[src/rtl/core/cmc_pkg.sv]
// Shared types, constants and helpers for the color math compositor.
// No dependencies; imported by cmc_pixel, color_math_compositor and the bench.
`default_nettype none

package cmc_pkg;

  localparam int unsigned ChW    = 5;
  localparam int unsigned ColorW = 3 * ChW;
  localparam int unsigned SrcW   = 3;
  localparam int unsigned LayerN = 7;
  localparam int unsigned LvlW   = 4;
  localparam int unsigned CfgW   = ColorW;

  localparam logic [SrcW-1:0]   SrcNoMath    = 3'd5;
  localparam logic [SrcW-1:0]   SrcBackdrop  = 3'd6;
  localparam logic [LvlW-1:0]   LvlFull      = 4'd15;

  // (2*l*c+15)/30 as a multiply by ceil(2^16/30); exact for inputs up to 945
  localparam int unsigned       ScaleShift   = 16;
  localparam logic [11:0]       ScaleRecip   = 12'd2185;
  localparam logic [9:0]        ScaleRound   = 10'd15;

  typedef enum logic [2:0] {
    CFG_COLOR_SUBTRACT = 3'd0,
    CFG_USE_SUBSCREEN  = 3'd1,
    CFG_LAYER_MATH     = 3'd2,
    CFG_HALVE_ENABLE   = 3'd3,
    CFG_FIXED_COLOR    = 3'd4,
    CFG_BRIGHTNESS     = 3'd5,
    CFG_HIRES          = 3'd6
  } cfg_index_e;

  typedef struct packed {
    logic              color_subtract;
    logic              use_subscreen;
    logic [LayerN-1:0] layer_math_enable;
    logic              halve_enable;
    logic [ColorW-1:0] fixed_color;
    logic [LvlW-1:0]   brightness;
    logic              hires;
  } cfg_t;

  function automatic logic [ChW-1:0] scale_ch(input logic [LvlW-1:0] lvl,
                                              input logic [ChW-1:0] ch);
    logic [8:0]  lc;
    logic [9:0]  x;
    logic [21:0] p;
    lc = {5'b0, lvl} * {4'b0, ch};
    x  = {lc, 1'b0} + ScaleRound;
    p  = {12'b0, x} * {10'b0, ScaleRecip};
    return p[ScaleShift+ChW-1:ScaleShift];
  endfunction

endpackage

`default_nettype wire

[src/rtl/core/color_math_compositor.sv]
// Color math compositor: input register, blend and brightness logic, result register.
// The input word is registered in the input stage, and its result words in the result stage once that is free.
// Throughput: one column per cycle while out_stall_i is low, but in hires mode two words per column,
// where the result register sends the sub-derived and then the main-derived word.
// Reset clears the pipeline valid bits and the config (brightness to full).
// Depends on cmc_pkg and cmc_pixel.
`default_nettype none

module color_math_compositor import cmc_pkg::*; (
  input  wire logic              clk_i,
  input  wire logic              rst_ni,
  input  wire logic              cfg_we_i,
  input  wire logic [2:0]        cfg_index_i,
  input  wire logic [CfgW-1:0]   cfg_wdata_i,
  input  wire logic              in_valid_i,
  output logic                   in_stall_o,
  input  wire logic [ColorW-1:0] main_rgb_i,
  input  wire logic [SrcW-1:0]   main_source_i,
  input  wire logic [ColorW-1:0] sub_rgb_i,
  input  wire logic [SrcW-1:0]   sub_source_i,
  input  wire logic              window_main_i,
  input  wire logic              window_sub_i,
  output logic                   out_valid_o,
  input  wire logic              out_stall_i,
  output logic      [ColorW-1:0] out_pixel_o,
  output logic                   out_last_o
);

  cfg_t cfg_q;

  always_ff @(posedge clk_i or negedge rst_ni) begin
    if (!rst_ni) begin
      cfg_q <= '{color_subtract: 1'b0, use_subscreen: 1'b0, layer_math_enable: '0,
                 halve_enable: 1'b0, fixed_color: '0, brightness: LvlFull,
                 hires: 1'b0};
    end else if (cfg_we_i) begin
      case (cfg_index_i)
        CFG_COLOR_SUBTRACT: cfg_q.color_subtract    <= cfg_wdata_i[0];
        CFG_USE_SUBSCREEN:  cfg_q.use_subscreen     <= cfg_wdata_i[0];
        CFG_LAYER_MATH:     cfg_q.layer_math_enable <= cfg_wdata_i[LayerN-1:0];
        CFG_HALVE_ENABLE:   cfg_q.halve_enable      <= cfg_wdata_i[0];
        CFG_FIXED_COLOR:    cfg_q.fixed_color       <= cfg_wdata_i[ColorW-1:0];
        CFG_BRIGHTNESS:     cfg_q.brightness        <= cfg_wdata_i[LvlW-1:0];
        CFG_HIRES:          cfg_q.hires             <= cfg_wdata_i[0];
        default: ;
      endcase
    end
  end

  // input stage
  logic              s1_valid_q, s1_valid_d;
  logic [ColorW-1:0] s1_main_rgb_q, s1_sub_rgb_q;
  logic [SrcW-1:0]   s1_main_src_q, s1_sub_src_q;
  logic              s1_wm_q, s1_ws_q;

  // result stage
  logic              s2_valid_q, s2_valid_d;
  logic              s2_hires_q, s2_hires_d;
  logic              s2_phase_q, s2_phase_d;
  logic [ColorW-1:0] s2_pix_sub_q, s2_pix_main_q;

  logic [ColorW-1:0] pix_sub, pix_main;
  logic              in_fire, out_fire, s2_done, s2_free, s1_move, first_word;

  cmc_pixel u_pix_sub (
    .cfg_i         (cfg_q),
    .own_color_i   (s1_sub_rgb_q),
    .own_src_i     (s1_sub_src_q),
    .oth_color_i   (s1_main_rgb_q),
    .oth_src_i     (s1_main_src_q),
    .window_main_i (s1_wm_q),
    .window_sub_i  (s1_ws_q),
    .pixel_o       (pix_sub)
  );

  cmc_pixel u_pix_main (
    .cfg_i         (cfg_q),
    .own_color_i   (s1_main_rgb_q),
    .own_src_i     (s1_main_src_q),
    .oth_color_i   (s1_sub_rgb_q),
    .oth_src_i     (s1_sub_src_q),
    .window_main_i (s1_wm_q),
    .window_sub_i  (s1_ws_q),
    .pixel_o       (pix_main)
  );

  always_comb begin
    first_word  = s2_hires_q && !s2_phase_q;
    out_valid_o = s2_valid_q;
    out_pixel_o = first_word ? s2_pix_sub_q : s2_pix_main_q;
    out_last_o  = !first_word;
    out_fire    = s2_valid_q && !out_stall_i;
    s2_done     = out_fire && !first_word;
    s2_free     = !s2_valid_q || s2_done;
    s1_move     = s1_valid_q && s2_free;
    in_stall_o  = s1_valid_q && !s2_free;
    in_fire     = in_valid_i && !in_stall_o;
    s1_valid_d  = in_fire || (s1_valid_q && !s1_move);

    s2_valid_d = s2_valid_q;
    s2_hires_d = s2_hires_q;
    s2_phase_d = s2_phase_q;
    if (s1_move) begin
      s2_valid_d = 1'b1;
      s2_hires_d = cfg_q.hires;
      s2_phase_d = 1'b0;
    end else if (out_fire && first_word) begin
      s2_phase_d = 1'b1;
    end else if (s2_done) begin
      s2_valid_d = 1'b0;
    end
  end

  always_ff @(posedge clk_i or negedge rst_ni) begin
    if (!rst_ni) begin
      s1_valid_q <= 1'b0;
      s2_valid_q <= 1'b0;
      s2_hires_q <= 1'b0;
      s2_phase_q <= 1'b0;
    end else begin
      s1_valid_q <= s1_valid_d;
      s2_valid_q <= s2_valid_d;
      s2_hires_q <= s2_hires_d;
      s2_phase_q <= s2_phase_d;
    end
  end

  always_ff @(posedge clk_i) begin
    if (in_fire) begin
      s1_main_rgb_q <= main_rgb_i;
      s1_main_src_q <= main_source_i;
      s1_sub_rgb_q  <= sub_rgb_i;
      s1_sub_src_q  <= sub_source_i;
      s1_wm_q       <= window_main_i;
      s1_ws_q       <= window_sub_i;
    end
    if (s1_move) begin
      s2_pix_sub_q  <= pix_sub;
      s2_pix_main_q <= pix_main;
    end
  end

endmodule

`default_nettype wire

[src/rtl/core/cmc_pixel.sv]
// One output pixel: operand select, windowing, add/subtract blend, brightness.
// Depends on cmc_pkg.
`default_nettype none

module cmc_pixel import cmc_pkg::*; (
  input  var cfg_t              cfg_i,
  input  wire logic [ColorW-1:0] own_color_i,
  input  wire logic [SrcW-1:0]   own_src_i,
  input  wire logic [ColorW-1:0] oth_color_i,
  input  wire logic [SrcW-1:0]   oth_src_i,
  input  wire logic              window_main_i,
  input  wire logic              window_sub_i,
  output logic      [ColorW-1:0] pixel_o
);

  logic [ColorW-1:0] oth;
  logic [SrcW-1:0]   oth_src;
  logic [ColorW-1:0] own;
  logic [LayerN:0]   layer_en;
  logic              math_on;
  logic              halve;
  logic [ColorW-1:0] blended;
  logic [ColorW-1:0] pre;

  always_comb begin
    oth      = cfg_i.use_subscreen ? oth_color_i : cfg_i.fixed_color;
    oth_src  = cfg_i.use_subscreen ? oth_src_i : SrcBackdrop;
    own      = window_main_i ? own_color_i : '0;
    layer_en = {1'b0, cfg_i.layer_math_enable};
    math_on  = (own_src_i != SrcNoMath) && layer_en[own_src_i] && window_sub_i;
    halve    = cfg_i.halve_enable && window_main_i &&
               (!cfg_i.use_subscreen || (oth_src != SrcBackdrop));
  end

  always_comb begin
    logic [ChW-1:0] ca;
    logic [ChW-1:0] cb;
    logic [ChW:0]   sum;
    logic [ChW-1:0] dif;
    blended = '0;
    for (int ch = 0; ch < 3; ch++) begin
      ca  = own[ch*ChW +: ChW];
      cb  = oth[ch*ChW +: ChW];
      sum = {1'b0, ca} + {1'b0, cb};
      dif = (ca > cb) ? (ca - cb) : '0;
      if (!cfg_i.color_subtract) begin
        if (halve) begin
          blended[ch*ChW +: ChW] = sum[ChW:1];
        end else begin
          blended[ch*ChW +: ChW] = sum[ChW] ? '1 : sum[ChW-1:0];
        end
      end else begin
        blended[ch*ChW +: ChW] = halve ? {1'b0, dif[ChW-1:1]} : dif;
      end
    end
  end

  always_comb begin
    if (!window_main_i && !window_sub_i) begin
      pre = '0;
    end else if (math_on) begin
      pre = blended;
    end else begin
      pre = own;
    end
    // red and blue trade places on the way out
    pixel_o = {scale_ch(cfg_i.brightness, pre[ChW-1:0]),
               scale_ch(cfg_i.brightness, pre[2*ChW-1:ChW]),
               scale_ch(cfg_i.brightness, pre[3*ChW-1:2*ChW])};
  end

endmodule

`default_nettype wire

[config.mk]
export PLATFORM = sky130hd
export DESIGN_NAME = color_math_compositor
export DESIGN_NICKNAME = d
export VERILOG_FILES = /design/src/rtl/core/cmc_pkg.sv /design/src/rtl/core/color_math_compositor.sv /design/src/rtl/core/cmc_pixel.sv
export SDC_FILE = /design/constraint.sdc
export NUM_CORES = 1
export LEC_CHECK = 0
export BUFFER_PORTS_ARGS = -buffer_cell sky130_fd_sc_hd__buf_2
export CELL_PAD_IN_SITES_DETAIL_PLACEMENT = 1
export CELL_PAD_IN_SITES_GLOBAL_PLACEMENT = 2
export CORE_MARGIN = 1.5
export CORE_UTILIZATION = 35
export DETAILED_ROUTE_END_ITERATION = 6
export PLACE_DENSITY = 0.76
export SYNTH_ARGS = -nofsm -noshare
export SYNTH_HDL_FRONTEND = slang
export SYNTH_SLANG_ARGS = --single-unit
[constraint.sdc]
create_clock -name clk_i -period 10 [get_ports clk_i]
set_input_delay 1.5 -clock clk_i [delete_from_list [all_inputs] [get_ports clk_i]]
set_output_delay 1.5 -clock clk_i [all_outputs]
set_load 0.03 [all_outputs]
* After elaboration in Yosys (flattened, before gate mapping)
Index checks and enable logic that the tools add are counted.
** Operators by class
- $add $sub $neg :: 18
- Multipliers :: 12
- Div/mod/pow operators :: 0
- Magnitude comparators :: 8
- Eq/ne operators :: 11
- Shifts and indexed selects :: 0
- Muxes and demuxes :: 50
- Bitwise logic cells :: 0
- Reduce and logical (&&, ||, !) cells :: 41
** Operators by type and width (number)
- 5-bit 2-to-1 mux :: 30
- 15-bit 2-to-1 mux :: 9
- 10-bit by 12-bit multiplier with 21-bit output, second input constant :: 6
- 10-bit by 4-bit adder with 10-bit output, second input constant :: 6
- 4-bit by 5-bit multiplier with 9-bit output :: 6
- 5-bit by 5-bit adder with 6-bit output :: 6
- 5-bit greater-than comparator :: 6
- 5-bit subtractor :: 6
- 1-bit logical AND :: 16
- 2-bit AND reduction :: 8
- 3-bit != test, second input constant :: 4
- 1-bit zero test :: 10
- 3-bit equality test, second input constant :: 3
- 3-bit by 4-bit less-than comparator with 1-bit output, second input constant :: 2
- 1-bit 2-to-1 mux :: 7
- 1-bit binary-select mux with 3-bit select :: 2
- 3-bit by 2-bit equality test with 1-bit output, second input constant :: 2
- 3-bit 2-to-1 mux :: 2
- 1-bit logical OR :: 4
- 2-bit nonzero test :: 2
- 3-bit by 1-bit equality test with 1-bit output, second input constant :: 1
- 3-bit zero test :: 1
- 2-bit != test, second input constant :: 1
** Storage, ports and cells
- Bits in registers :: 102
- Bits in latches :: 0
- RAM bits :: 0
- Memory bits (read-only) :: 0
- Bits of input ports :: 61
- Logic and storage cells :: 159
- Memories kept :: 0

* Depth between registers and ports, before layout
Gate-level depths: netlist of the first run.
- Word-level depth :: 11
- Depth in mapped cells :: 43
- Depth with buffers taken out :: 40

* Hierarchy
Synthesis of the first run repeated with hierarchy kept, for this count alone.
** Second synthesis, totals
- Cell total of the unflattened synthesis :: 2026
- Area total of the unflattened synthesis :: 18072.3 um^2
** Modules (own cells, without submodules)
- cmc_pixel (u_pix_main) :: instances 1, cells an instance 915, area each 7235.7 um^2, sequential area each 0.0 um^2
- cmc_pixel (u_pix_sub) :: instances 1, cells an instance 901, area each 7164.4 um^2, sequential area each 0.0 um^2
- color_math_compositor :: instances 1, cells an instance 210, area each 3672.3 um^2, sequential area each 2897.8 um^2

* Worst setup path after synthesis of the first run
Ideal clock, no wire load.
- Kind :: flip-flop to flip-flop
- From :: reg cfg_q[28] in the netlist's numbering
- To :: reg s2_pix_main_q[3], data pin
- Library setup time :: 270 ps
- Arrival time :: 8111 ps
- Required time :: 9730 ps
- Path slack :: 1618 ps
- Stages on the path, launching flop included :: 40
- Path buffers :: 3
- Period minus slack after synthesis :: 8382 ps
- Cell sequence :: dfrtp_1 buf_6 clkbuf_1 buf_1 nand2_1 nand2_1 ha_1 inv_1 fa_1 a21o_1 a2111oi_0 a31oi_1 o22ai_1 nor2_1 o31a_1 nor2b_1 fa_1 inv_1 [... 4 more ...] and3_1 o311ai_2 nand3_1 xnor2_2 ha_1 inv_1 fa_1 inv_1 ha_1 ha_1 ha_1 nand4_1 nor3_1 a221o_1 o211a_1 o21ai_0 a21boi_0 xor2_1
** Between the ends
- Cells in the longest elaborated chain, start to end :: 11
- Elaborated cells on any way between the ends :: 19
- Classes of those cells :: add/sub: 3; mul: 2; order compare: 1; eq/ne: 1; mux: 9; reduce/logical: 3
** Ends and longest elaborated chain
- start, declared :: line color_math_compositor.sv:29 : cfg_t cfg_q;
- start signal, assigned :: line color_math_compositor.sv:33 : cfg_q <= '{color_subtract: 1'b0, use_subscreen: 1'b0, layer_math_enable: '0,
- parallel branches: the longest is 5 deep, another holds 5-bit by 5-bit adder with 6-bit output
- 5-bit 2-to-1 mux (*) :: line cmc_pixel.sv:46 : if (!cfg_i.color_subtract) begin
- 15-bit 2-to-1 mux (*) :: line cmc_pixel.sv:61 : end else if (math_on) begin
- 15-bit 2-to-1 mux (*) :: line cmc_pixel.sv:59 : if (!window_main_i && !window_sub_i) begin
- 4-bit by 5-bit multiplier with 9-bit output (*) :: line cmc_pkg.sv:48 : lc = {5'b0, lvl} * {4'b0, ch};
- 10-bit by 4-bit adder with 10-bit output (*) :: line cmc_pkg.sv:49 : x = {lc, 1'b0} + ScaleRound;
- 10-bit by 12-bit multiplier with 21-bit output (*) :: line cmc_pkg.sv:50 : p = {12'b0, x} * {10'b0, ScaleRecip};
- net pix_main[3] :: line color_math_compositor.sv:62 : logic [ColorW-1:0] pix_sub, pix_main;
- end signal, assigned :: line color_math_compositor.sv:139 : s2_pix_main_q <= pix_main;
- end, declared :: line color_math_compositor.sv:60 : logic [ColorW-1:0] s2_pix_sub_q, s2_pix_main_q;
Mark *: on every way through the listed nets, which the timed path passes.
A chain may end at the register's enable or synchronous reset.

* Worst setup path after layout of the first run
- From :: reg cfg_q[28] in the netlist's numbering
- To :: reg s2_pix_sub_q[9], data pin
** Between the ends
- Cells in the longest elaborated chain, start to end :: 11
- Elaborated cells on any way between the ends :: 19
- Classes of those cells :: add/sub: 3; mul: 2; order compare: 1; eq/ne: 1; mux: 9; reduce/logical: 3
** Ends and longest elaborated chain
- parallel branches: the longest is 5 deep, another holds 5-bit by 5-bit adder with 6-bit output
- 5-bit 2-to-1 mux (*) :: line cmc_pixel.sv:46
- 15-bit 2-to-1 mux (*) :: line cmc_pixel.sv:61
- 15-bit 2-to-1 mux (*) :: line cmc_pixel.sv:59
- 4-bit by 5-bit multiplier with 9-bit output (*) :: line cmc_pkg.sv:48
- 10-bit by 4-bit adder with 10-bit output (*) :: line cmc_pkg.sv:49
- 10-bit by 12-bit multiplier with 21-bit output (*) :: line cmc_pkg.sv:50
- net pix_sub[9] :: line color_math_compositor.sv:62
- end signal, assigned :: line color_math_compositor.sv:138 : s2_pix_sub_q <= pix_sub;
- end, declared :: line color_math_compositor.sv:60
Marked as above.

==> results.rst, run 1 <==
.. list-table::
   :header-rows: 1

   * - Metric
     - Value
   * - Run status
     - finished clean
   * - Total length of routed met2 wires
     - 21,740 microns
   * - Max_cap viols
     - 0
   * - Placer's final routability congestion estimate
     - 0.8629
   * - Unrepaired setup endpoints after global routing
     - no
   * - Vias in the first global route
     - 15,370
   * - TritonRoute pass-1 iters
     - 5
   * - DRT iter0 DRCs
     - 635
   * - Ports placed on the boundary
     - 79
   * - Critical Setup Path Class
     - flip-flop to flip-flop
   * - Cell depth of the worst setup path
     - 32
   * - WL per Instance
     - 17.45 microns
   * - Antenna fix cells
     - 0
   * - CTS H-tree depth
     - 3
   * - FF+latch count, synth
     - 101
   * - Actual slew at the worst max-slew pin
     - 1.044 ns
   * - Post-CTS Hold Fix Bufs
     - 0
   * - # nets final
     - 2,594
   * - CTS Root Buffer Type
     - sky130_fd_sc_hd__clkbuf_16
   * - Number of antenna violations at the first check in global routing
     - 0
   * - Row count
     - 82
   * - Worst setup SP type
     - flip-flop
   * - Worst path required time
     - 10.14 ns
   * - Vias per inst
     - 5.238
   * - Number of flops mapped to enable cells by yosys
     - 68
   * - Dominant combinational cell family by area after synthesis
     - adder cells
   * - Post-detailed-placement half-perimeter wirelength
     - 40,130 microns
   * - Worst Path Buf+Inv
     - 6
   * - Arrival time at the worst endpoint
     - 9.49 ns
   * - Insertion delay of the later-clocked pin in the worst-skew pair
     - 0.41 ns
   * - Leading cell type in the layout, fill and taps excluded
     - sky130_fd_sc_hd__ha_1
   * - Sequential-to-total area share from yosys stat
     - 16.05%
   * - Simple-gate area share of the yosys netlist
     - 17.33%
   * - Vertical die dimension
     - 229.1 microns
   * - Proportion of synthesized area in mux cells
     - 3.083%
   * - Mapped Avg Cell Area
     - 8.895 sq um
   * - CTS tree
     - built
   * - Final hold violations
     - 0
   * - Remaining antenna violation count after routing
     - 0
   * - Post-synth net total
     - 2,549
   * - # DRC
     - 0
   * - WL final
     - 47,700 microns
   * - Wire length on met3
     - 1336 microns
   * - GRT Util Overall
     - 18.49%
   * - Final number of setup-violating endpoints
     - 0
   * - Top library cells by usage in the layout, fill and taps aside
     - sky130_fd_sc_hd__ha_1, sky130_fd_sc_hd__inv_1, sky130_fd_sc_hd__nand2_1
   * - Classification of the worst-slack hold path
     - flip-flop to flip-flop
   * - Maximum clock path buffer count
     - 2
   * - Post-route clock period utilization
     - 93.52%
   * - Register clock-pin slew on the reported worst setup and hold paths
     - 0.07 ns
   * - Worst r2r src
     - cfg_q[28]$_DFFE_PN0P_
   * - Internal reg-to-reg setup slack
     - 0.65 ns
   * - Endpoint of the worst-slack reg-to-reg timing path
     - s2_pix_sub_q[9]$_DFFE_PP_
   * - Reg2Reg Depth
     - 32
   * - Signed area change from the synthesized netlist to the final layout
     - 7.943%
   * - Sequential cell area in the final layout
     - 2874 sq um
   * - Worst Skew
     - 0.03091 ns
   * - Share of async-settable or async-resettable flops after synthesis
     - 32.67%
   * - Kind of cell with the highest combined delay on the critical path
     - adder cells
   * - Start point of the critical path
     - cfg_q[28]$_DFFE_PN0P_
   * - Total congestion overflow
     - 0
   * - Setup Total Neg Slack
     - 0 ns
   * - Global-route wire length before repair
     - 78,750 microns
   * - Primary FF master, synth
     - sky130_fd_sc_hd__edfxtp_1
   * - Sinks on Clock Net
     - 101
   * - Post-synthesis adder-cell area fraction
     - 36.55%
   * - Remaining max-slew budget at the tightest pin
     - 30.43%
   * - Initial Util
     - 35.60%
   * - Post-synthesis cell type count
     - 97
   * - Post-Route M1 WL
     - 23,820 microns
   * - Fill cell count
     - 5,944
   * - Pin count of the biggest net entering global routing
     - 41
   * - Warnings from Yosys
     - 0
   * - Count of vias placed by the detailed router
     - 14,320
   * - Cell area after technology mapping
     - 17,900 sq um
   * - Synthesized instance count
     - 2,012
   * - Layout cells sized above 1
     - 9.651%
   * - Full die area
     - 52,500 sq um
   * - Capturing instance or port of the critical path
     - s2_pix_sub_q[9]$_DFFE_PP_
   * - Footprint of the multi-input gates
     - 13,740 sq um
   * - Placeable core region
     - 50,270 sq um
   * - Clock period minus final worst setup slack
     - 9.352 ns
   * - Final Max Slew Viols
     - 0
   * - CP Capture Type
     - flip-flop
   * - Biggest fanout along the worst timing path
     - 30
   * - Synth Area in XOR/XNOR
     - 5.894%
   * - Compound-cell area share of the yosys netlist
     - 13.86%
   * - FMAX
     - 106.9 MHz
   * - Critical path's slowest cell
     - sky130_fd_sc_hd__a221oi_1
   * - Count of buffers inserted at the top-level ports
     - 78
   * - Delay of the slowest cell on the worst path
     - 0.60 ns
   * - Die outline width
     - 229.1 microns
   * - TritonCTS buffer count
     - 9
   * - Highest metal used
     - met4
layer usage:
layer	global-route usage (%)	vias to the layer above
met5	0	-
met4	4.317	0
met3	2.515	40
met2	31.21	190
met1	24.92	6990
li1	-	7102
cell usage after synthesis, drive strengths merged, types with 6 or more instances:
cell type / n / area share [%]
a221oi: 13 / 0.78
and2: 75 / 2.6
a311oi: 13 / 0.64
nor3b: 15 / 0.69
ha: 398 / 28
nand4: 19 / 0.66
a31oi: 24 / 0.84
xnor2: 78 / 3.9
o311ai: 6 / 0.38
fa: 78 / 8.7
and4: 6 / 0.29
nand4b: 8 / 0.39
nor2b: 68 / 2.4
mux2: 35 / 2.2
o21ai: 53 / 1.5
dfrtp: 29 / 4.1
clkbuf: 33 / 0.69
mux2i: 15 / 0.84
a211oi: 20 / 0.94
o21bai: 9 / 0.38
buf: 28 / 0.85
a31o: 6 / 0.29
nand2b: 31 / 1.1
nand3: 18 / 0.50
a21oi: 81 / 2.3
nand2: 156 / 3.3
and3: 13 / 0.51
o22ai: 10 / 0.35
o211ai: 8 / 0.34
nor2: 113 / 2.4
nor3: 33 / 0.99
o21a: 17 / 0.71
o31a: 6 / 0.29
or2: 8 / 0.28
a21o: 22 / 0.92
xor2: 39 / 1.9
inv: 270 / 5.7
edfxtp: 68 / 11
registers in the layout, summed over array words and instances (netlist names), 3 cells and up:
name           count
s2_pix_main_q     15
s1_sub_src_q       3
s1_sub_rgb_q      15
s2_pix_sub_q      15
s1_main_rgb_q     15
s1_main_src_q      3
cfg_q             29
how the worst min path moves through the flow:
stage                                       from                      to  slack [ns]  cells past startpoint
after floorplan           s2_phase_q$_DFFE_PN0P_  s2_phase_q$_DFFE_PN0P_        0.47                      1
after global placement    s2_hires_q$_DFFE_PN0P_  s2_hires_q$_DFFE_PN0P_        0.49                      1
after detailed placement  s2_phase_q$_DFFE_PN0P_  s2_phase_q$_DFFE_PN0P_        0.50                      1
after CTS                   cfg_q[9]$_DFFE_PN0P_    cfg_q[9]$_DFFE_PN0P_        0.52                      1
after global routing      s2_phase_q$_DFFE_PN0P_  s2_phase_q$_DFFE_PN0P_        0.52                      1
final                     s2_phase_q$_DFFE_PN0P_  s2_phase_q$_DFFE_PN0P_        0.51                      1
final cells by class:
| class | instances | share of cell area [%] |
|---|---|---|
| Clock buffer | 9 | 1.166 |
| Tap cell | 672 | 4.353 |
| Clock inverter | 7 | 0.4793 |
| Inverter | 271 | 5.266 |
| Timing Repair Buffer | 95 | 2.746 |
| Multi-Input combinational cell | 1579 | 71.11 |
| Sequential cell | 101 | 14.88 |
stage by stage:
step	setup WS (ns)	instance area, sq um	hold slack (ns)	instances	utilization (%)
global route	0.01546	19320	0.5246	2734	38.42
global placement	0.6792	18990	0.4882	2717	37.77
floorplan	1.618	17900	0.4664	2012	-
CTS	0.4763	19310	0.5178	2733	38.40
finish	0.6484	19320	0.5095	2734	38.42
detailed placement	0.4781	18990	0.5011	2717	37.77
worst reg2reg max path: cells and delay by family, from the launching register on:
family / cells / cell delay (ns)
fa+ha+maj: 9 / 3.44
simple gates: 8 / 1.81
compound gates: 5 / 1.54
xor+xnor: 3 / 0.78
buf+inv: 6 / 0.57
flops: 1 / 0.56
mux: 1 / 0.40
kinds of logic (layout without fill, tap and decap cells):
kind of cell	Yosys count	count (layout)
simple gates	587	587
fa+ha+maj	476	476
compound gates	348	348
buf+inv	332	382
xor+xnor	118	118
flops	101	101
mux	50	50
what timing repair did:
| item | 4_1_cts | 5_1_grt |
|---|---|---|
| gates resized for setup | 0 | 2 |
| buffers inserted | 0 | 1 |
| endpoints found under the hold margin | 0 | 0 |
| endpoints found under the setup margin | 0 | 8 |
Power of run 1 is not shown: default switching activity piles up to over one toggle a cycle in this logic, so the estimate is an artifact.
==> run 2: changes to the inputs <==
--- a/config.mk
+++ b/config.mk
@@ -12,6 +12,8 @@
 export CORE_UTILIZATION = 35
 export DETAILED_ROUTE_END_ITERATION = 6
 export PLACE_DENSITY = 0.76
+export SLEW_MARGIN = 20
 export SYNTH_ARGS = -nofsm -noshare
 export SYNTH_HDL_FRONTEND = slang
+export SYNTH_HIERARCHICAL = 1
 export SYNTH_SLANG_ARGS = --single-unit
==> results.rst, run 2 <==
.. list-table::
   :header-rows: 1

   * - Metric
     - Value
   * - Run status
     - finished clean
   * - Remaining antenna violation count after routing
     - 0
   * - Unrepaired setup endpoints after global routing
     - no
   * - Maximum clock path buffer count
     - 2
   * - FMAX
     - 106.4 MHz
   * - DRT iter0 DRCs
     - 528
   * - Max_cap viols
     - 0
   * - Synthesized instance count
     - 2,024
   * - Global-route wire length before repair
     - 82,890 microns
   * - Worst setup SP type
     - flip-flop
   * - Layout cells sized above 1
     - 10.19%
   * - Count of vias placed by the detailed router
     - 14,510
   * - Placed cell count
     - 2,754
   * - TritonRoute pass-1 iters
     - 4
   * - # nets final
     - 2,623
   * - Number of antenna violations at the first check in global routing
     - 0
   * - Area after detailed placement
     - 19,210 sq um
   * - Signed area change from the synthesized netlist to the final layout
     - 8.519%
   * - Final number of setup-violating endpoints
     - 0
   * - GRT Util Overall
     - 19.50%
   * - Classification of the worst-slack hold path
     - flip-flop to flip-flop
   * - Sinks on Clock Net
     - 101
   * - Clock period minus final worst setup slack
     - 9.400 ns
   * - Pin count of the biggest net entering global routing
     - 39
   * - Setup Total Neg Slack
     - 0 ns
   * - CTS Root Buffer Type
     - sky130_fd_sc_hd__clkbuf_16
   * - Number of standard cells in the final layout excluding fillers
     - 2,771
   * - Flip-flop count of the largest register, all copies and words added
     - 29
   * - Worst Path Buf+Inv
     - 5
   * - Post-detailed-placement half-perimeter wirelength
     - 43,670 microns
   * - Fill cell count
     - 6,010
   * - Vias in the first global route
     - 15,720
   * - Full die area
     - 52,900 sq um
   * - WL per Instance
     - 18.44 microns
   * - Leading cell type in the layout, fill and taps excluded
     - sky130_fd_sc_hd__ha_1
   * - Post-CTS Hold Fix Bufs
     - 0
   * - Worst Skew
     - 0.02774 ns
   * - Kind of cell with the highest combined delay on the critical path
     - adder cells
   * - CTS tree
     - built
   * - Cell area after technology mapping
     - 18,040 sq um
   * - Insertion delay of the later-clocked pin in the worst-skew pair
     - 0.40 ns
   * - Critical path's slowest cell
     - sky130_fd_sc_hd__fa_1
   * - Initial Util
     - 35.30%
   * - Reg with most FFs
     - cfg_q
   * - Total congestion overflow
     - 0
   * - TritonCTS buffer count
     - 9
   * - WL final
     - 51,090 microns
   * - Internal reg-to-reg setup slack
     - 0.60 ns
   * - Register clock-pin slew on the reported worst setup and hold paths
     - 0.08 ns
   * - Final Max Slew Viols
     - 0
   * - Biggest fanout along the worst timing path
     - 12
   * - Post-route clock period utilization
     - 94.00%
   * - Final hold violations
     - 0
   * - Die outline width
     - 230.0 microns
   * - Mapped Avg Cell Area
     - 8.911 sq um
   * - Top library cells by usage in the layout, fill and taps aside
     - sky130_fd_sc_hd__ha_1, sky130_fd_sc_hd__inv_1, sky130_fd_sc_hd__nand2_1
   * - Vias per inst
     - 5.237
   * - Post-route cell area
     - 19,570 sq um
   * - Antenna fix cells
     - 0
   * - Final-layout worst hold slack
     - 0.5459 ns
   * - Actual slew at the worst max-slew pin
     - 1.071 ns
   * - Vertical die dimension
     - 230.0 microns
   * - Ports placed on the boundary
     - 79
   * - Arrival time at the worst endpoint
     - 9.52 ns
   * - Remaining max-slew budget at the tightest pin
     - 28.60%
   * - Placer's final routability congestion estimate
     - 0.8662
   * - Placeable core region
     - 51,090 sq um
   * - CP Capture Type
     - flip-flop
   * - # DRC
     - 0
   * - Post-synth net total
     - 2,561
   * - Row count
     - 83
   * - Count of buffers inserted at the top-level ports
     - 78
   * - Worst path required time
     - 10.12 ns
   * - Delay of the slowest cell on the worst path
     - 0.57 ns
   * - CTS H-tree depth
     - 3
   * - Warnings from Yosys
     - 6
   * - Critical Setup Path Class
     - flip-flop to flip-flop
==> run 2: changes by cell type in the layout (fill, tap and decap cells not counted), sizes merged, moves of 11 or more <==
cell | previous run | this run
nand3 | 18 | 29
inv | 272 | 299
nor2b | 68 | 43
a21oi | 81 | 57
nor2 | 113 | 132
a21o | 22 | 11
nor4 | 3 | 14
nor3 | 33 | 49
xnor2 | 78 | 59
xor2 | 39 | 55
mux2i | 15 | 30
nand2 | 156 | 134
==> run 2: layout make-up <==
cell class	instances	area (sq um)	share of cell area, %
tap	680	850.8	4.347
inverter	296	1111	5.677
sequential	101	2873	14.68
timing repair buffer	100	555.5	2.838
clock inverter	7	76.32	0.3900
multi-input combinational	1578	13880	70.92
clock buffer	9	225.2	1.151
==> run 2: per-stage QoR <==
stage	worst slack (ns)	util [%]
after floorplan	1.469	-
after global placement	0.3733	37.60
after detailed placement	0.1762	37.60
after CTS	0.1351	38.19
after global routing	0.01245	38.31
final	0.5995	38.31
==> run 2: worst paths after layout <==
path,from,endpoint,cells after the start
hold reg to reg,cfg_q[25]$_DFFE_PN0P_,cfg_q[25]$_DFFE_PN0P_,1
setup / recovery,cfg_q[28]$_DFFE_PN0P_,s2_pix_main_q[13]$_DFFE_PP_,33
min in group asynchronous,rst_ni,cfg_q[18]$_DFFE_PN0P_,1
max in group asynchronous,rst_ni,s2_phase_q$_DFFE_PN0P_,1
setup reg to reg,cfg_q[28]$_DFFE_PN0P_,s2_pix_main_q[13]$_DFFE_PP_,33
hold / removal,cfg_q[25]$_DFFE_PN0P_,cfg_q[25]$_DFFE_PN0P_,1
==> run 2: timing repair <==
item / CTS / global route
resized for setup: 0 / 10
setup endpoints to repair: 0 / 9
setup buffers: 0 / 1
endpoints found under the hold margin: 0 / 0
==> run 2: layer usage <==
layer  global-route usage, %  share of wire (%)
met5                       0                  0
met4                   4.105                1.8
met3                   2.245                2.4
met2                   34.11                 48
met1                   25.68                 48
Power of run 2 is left out for the same reason.
==> run 3: changes to the inputs <==
--- a/config.mk
+++ b/config.mk
@@ -8,10 +8,11 @@
 export BUFFER_PORTS_ARGS = -buffer_cell sky130_fd_sc_hd__buf_2
 export CELL_PAD_IN_SITES_DETAIL_PLACEMENT = 1
 export CELL_PAD_IN_SITES_GLOBAL_PLACEMENT = 2
+export CORE_ASPECT_RATIO = 1.1
 export CORE_MARGIN = 1.5
-export CORE_UTILIZATION = 35
+export CORE_UTILIZATION = 41
 export DETAILED_ROUTE_END_ITERATION = 6
-export PLACE_DENSITY = 0.76
+export PLACE_DENSITY = 0.86
 export SLEW_MARGIN = 20
 export SYNTH_ARGS = -nofsm -noshare
 export SYNTH_HDL_FRONTEND = slang
==> results.rst, run 3 (synthesized netlist as in run 2, its figures left out) <==
.. list-table::
   :header-rows: 1

   * - Metric
     - Value
   * - Placer's final routability congestion estimate
     - 0.9108
   * - Insertion delay of the later-clocked pin in the worst-skew pair
     - 0.37 ns
   * - # nets final
     - 2,615
   * - Endpoint of the worst-slack reg-to-reg timing path
     - s2_pix_main_q[13]$_DFFE_PP_
   * - Actual slew at the worst max-slew pin
     - 1.064 ns
   * - Sinks on Clock Net
     - 101
   * - # DRC
     - 0
   * - Die outline width
     - 203.0 microns
   * - Remaining antenna violation count after routing
     - 0
   * - Critical Setup Path Class
     - flip-flop to flip-flop
   * - CTS Root Buffer Type
     - sky130_fd_sc_hd__clkbuf_16
   * - Reg with most FFs
     - cfg_q
   * - Count of vias placed by the detailed router
     - 14,680
   * - Clock period minus final worst setup slack
     - 9.328 ns
   * - Share of the core filled with cells
     - 44.61%
   * - Capturing instance or port of the critical path
     - s2_pix_main_q[13]$_DFFE_PP_
   * - Vias in the first global route
     - 15,610
   * - Area after detailed placement
     - 19,020 sq um
   * - WL final
     - 49,610 microns
   * - Reg2Reg Depth
     - 33
   * - Unrepaired setup endpoints after global routing
     - no
   * - Full die area
     - 45,260 sq um
   * - Global-route wire length before repair
     - 80,820 microns
   * - Worst r2r src
     - cfg_q[28]$_DFFE_PN0P_
   * - Post-detailed-placement half-perimeter wirelength
     - 42,450 microns
   * - Placeable core region
     - 43,440 sq um
   * - Setup Total Neg Slack
     - 0 ns
   * - Flip-flop count of the largest register, all copies and words added
     - 29
   * - Max_cap viols
     - 0
   * - Leading cell type in the layout, fill and taps excluded
     - sky130_fd_sc_hd__ha_1
   * - Critical path's slowest cell
     - sky130_fd_sc_hd__fa_1
   * - Final hold violations
     - 0
   * - Worst setup SP type
     - flip-flop
   * - Number of antenna violations at the first check in global routing
     - 2
   * - CTS tree
     - built
   * - Run status
     - finished clean
   * - TritonCTS buffer count
     - 9
   * - Worst path required time
     - 10.11 ns
   * - Count of buffers inserted at the top-level ports
     - 78
   * - Post-route cell area
     - 19,380 sq um
   * - Internal reg-to-reg setup slack
     - 0.67 ns
   * - DRT iter0 DRCs
     - 572
   * - Delay of the slowest cell on the worst path
     - 0.56 ns
   * - CP Capture Type
     - flip-flop
   * - Row count
     - 80
   * - Top library cells by usage in the layout, fill and taps aside
     - sky130_fd_sc_hd__ha_1, sky130_fd_sc_hd__inv_1, sky130_fd_sc_hd__nand2_1
   * - Vertical die dimension
     - 223.0 microns
   * - Vias per inst
     - 5.524
   * - Signed area change from the synthesized netlist to the final layout
     - 7.458%
   * - TritonRoute pass-1 iters
     - 5
   * - Antenna fix cells
     - 0
   * - CTS H-tree depth
     - 3
   * - GRT Util Overall
     - 22.16%
   * - Layout cells sized above 1
     - 9.938%
   * - Arrival time at the worst endpoint
     - 9.44 ns
   * - Remaining max-slew budget at the tightest pin
     - 29.05%
   * - Worst Skew
     - 0.01265 ns
   * - Biggest fanout along the worst timing path
     - 12
   * - Pin count of the biggest net entering global routing
     - 39
   * - Post-CTS Hold Fix Bufs
     - 0
   * - Post-route clock period utilization
     - 93.28%
   * - Initial Util
     - 41.52%
   * - Maximum clock path buffer count
     - 2
   * - Start point of the critical path
     - cfg_q[28]$_DFFE_PN0P_
   * - Final Max Slew Viols
     - 0
   * - Final number of setup-violating endpoints
     - 0
   * - Classification of the worst-slack hold path
     - flip-flop to flip-flop
   * - Total congestion overflow
     - 0
   * - WL per Instance
     - 18.67 microns
   * - Register clock-pin slew on the reported worst setup and hold paths
     - 0.08 ns
   * - Ports placed on the boundary
     - 79
   * - FMAX
     - 107.2 MHz
[run 3: cell count changes in the layout (fill, tap and decap cells not counted), sizes merged]
cell	before	now
buf	100	92
inv	299	300
clkinv	4	2
clkbuf	9	10
[run 3: metal layers]
layer,global-route usage (%),routed length (microns)
met5,0,0
met4,6.428,1449
met3,2.206,1407
met2,39.39,24010
met1,28.28,22740
[run 3: layout make-up]
class                   count  area (sq um)
inverters                 296          1111
clock buffers              10         229.0
multi-input cells        1578         13890
clock inverters             6         65.06
repair buffers             92         495.5
flip-flops and latches    101          2873
well taps                 574         718.2
fillers                  5156         24060
[run 3: worst min path at each step]
stage,start,endpoint,depth (start not counted)
6_report,cfg_q[8]$_DFFE_PN0P_,cfg_q[8]$_DFFE_PN0P_,1
5_1_grt,cfg_q[5]$_DFFE_PN0P_,cfg_q[5]$_DFFE_PN0P_,1
4_1_cts,cfg_q[6]$_DFFE_PN0P_,cfg_q[6]$_DFFE_PN0P_,1
3_5_place_dp,cfg_q[6]$_DFFE_PN0P_,cfg_q[6]$_DFFE_PN0P_,1
3_3_place_gp,cfg_q[5]$_DFFE_PN0P_,cfg_q[5]$_DFFE_PN0P_,1
2_1_floorplan,cfg_q[0]$_DFFE_PN0P_,cfg_q[0]$_DFFE_PN0P_,1
[run 3: repair_timing]
item | CTS | global route
hold endpoints to repair | 0 | 0
setup buffers | 0 | 1
gates resized for setup | 0 | 12
endpoints found under the setup margin | 0 | 10
[run 3: through the flow]
stage / hold WS, ns / std cells / setup slack, ns
after floorplan: 0.4801 / 2024 / 1.469
after global placement: 0.5064 / 2640 / 0.4470
after detailed placement: 0.5213 / 2640 / 0.1354
after CTS: 0.5362 / 2656 / 0.09712
after global routing: 0.5659 / 2657 / 0.006584
final: 0.5489 / 2657 / 0.6720
[run 3: critical path: cells and delay by family (launching register included)]
| family | cells | cell delay, ns |
|---|---|---|
| buffers and inverters | 5 | 0.58 |
| AOI/OAI and AO/OA | 10 | 2.58 |
| DFF | 1 | 0.52 |
| adders and majority gates | 8 | 3.11 |
| muxes | 1 | 0.36 |
| xor gates and xnor gates | 3 | 0.86 |
| and+or+nand+nor | 6 | 1.03 |
Power of run 3 is left out for the same reason.
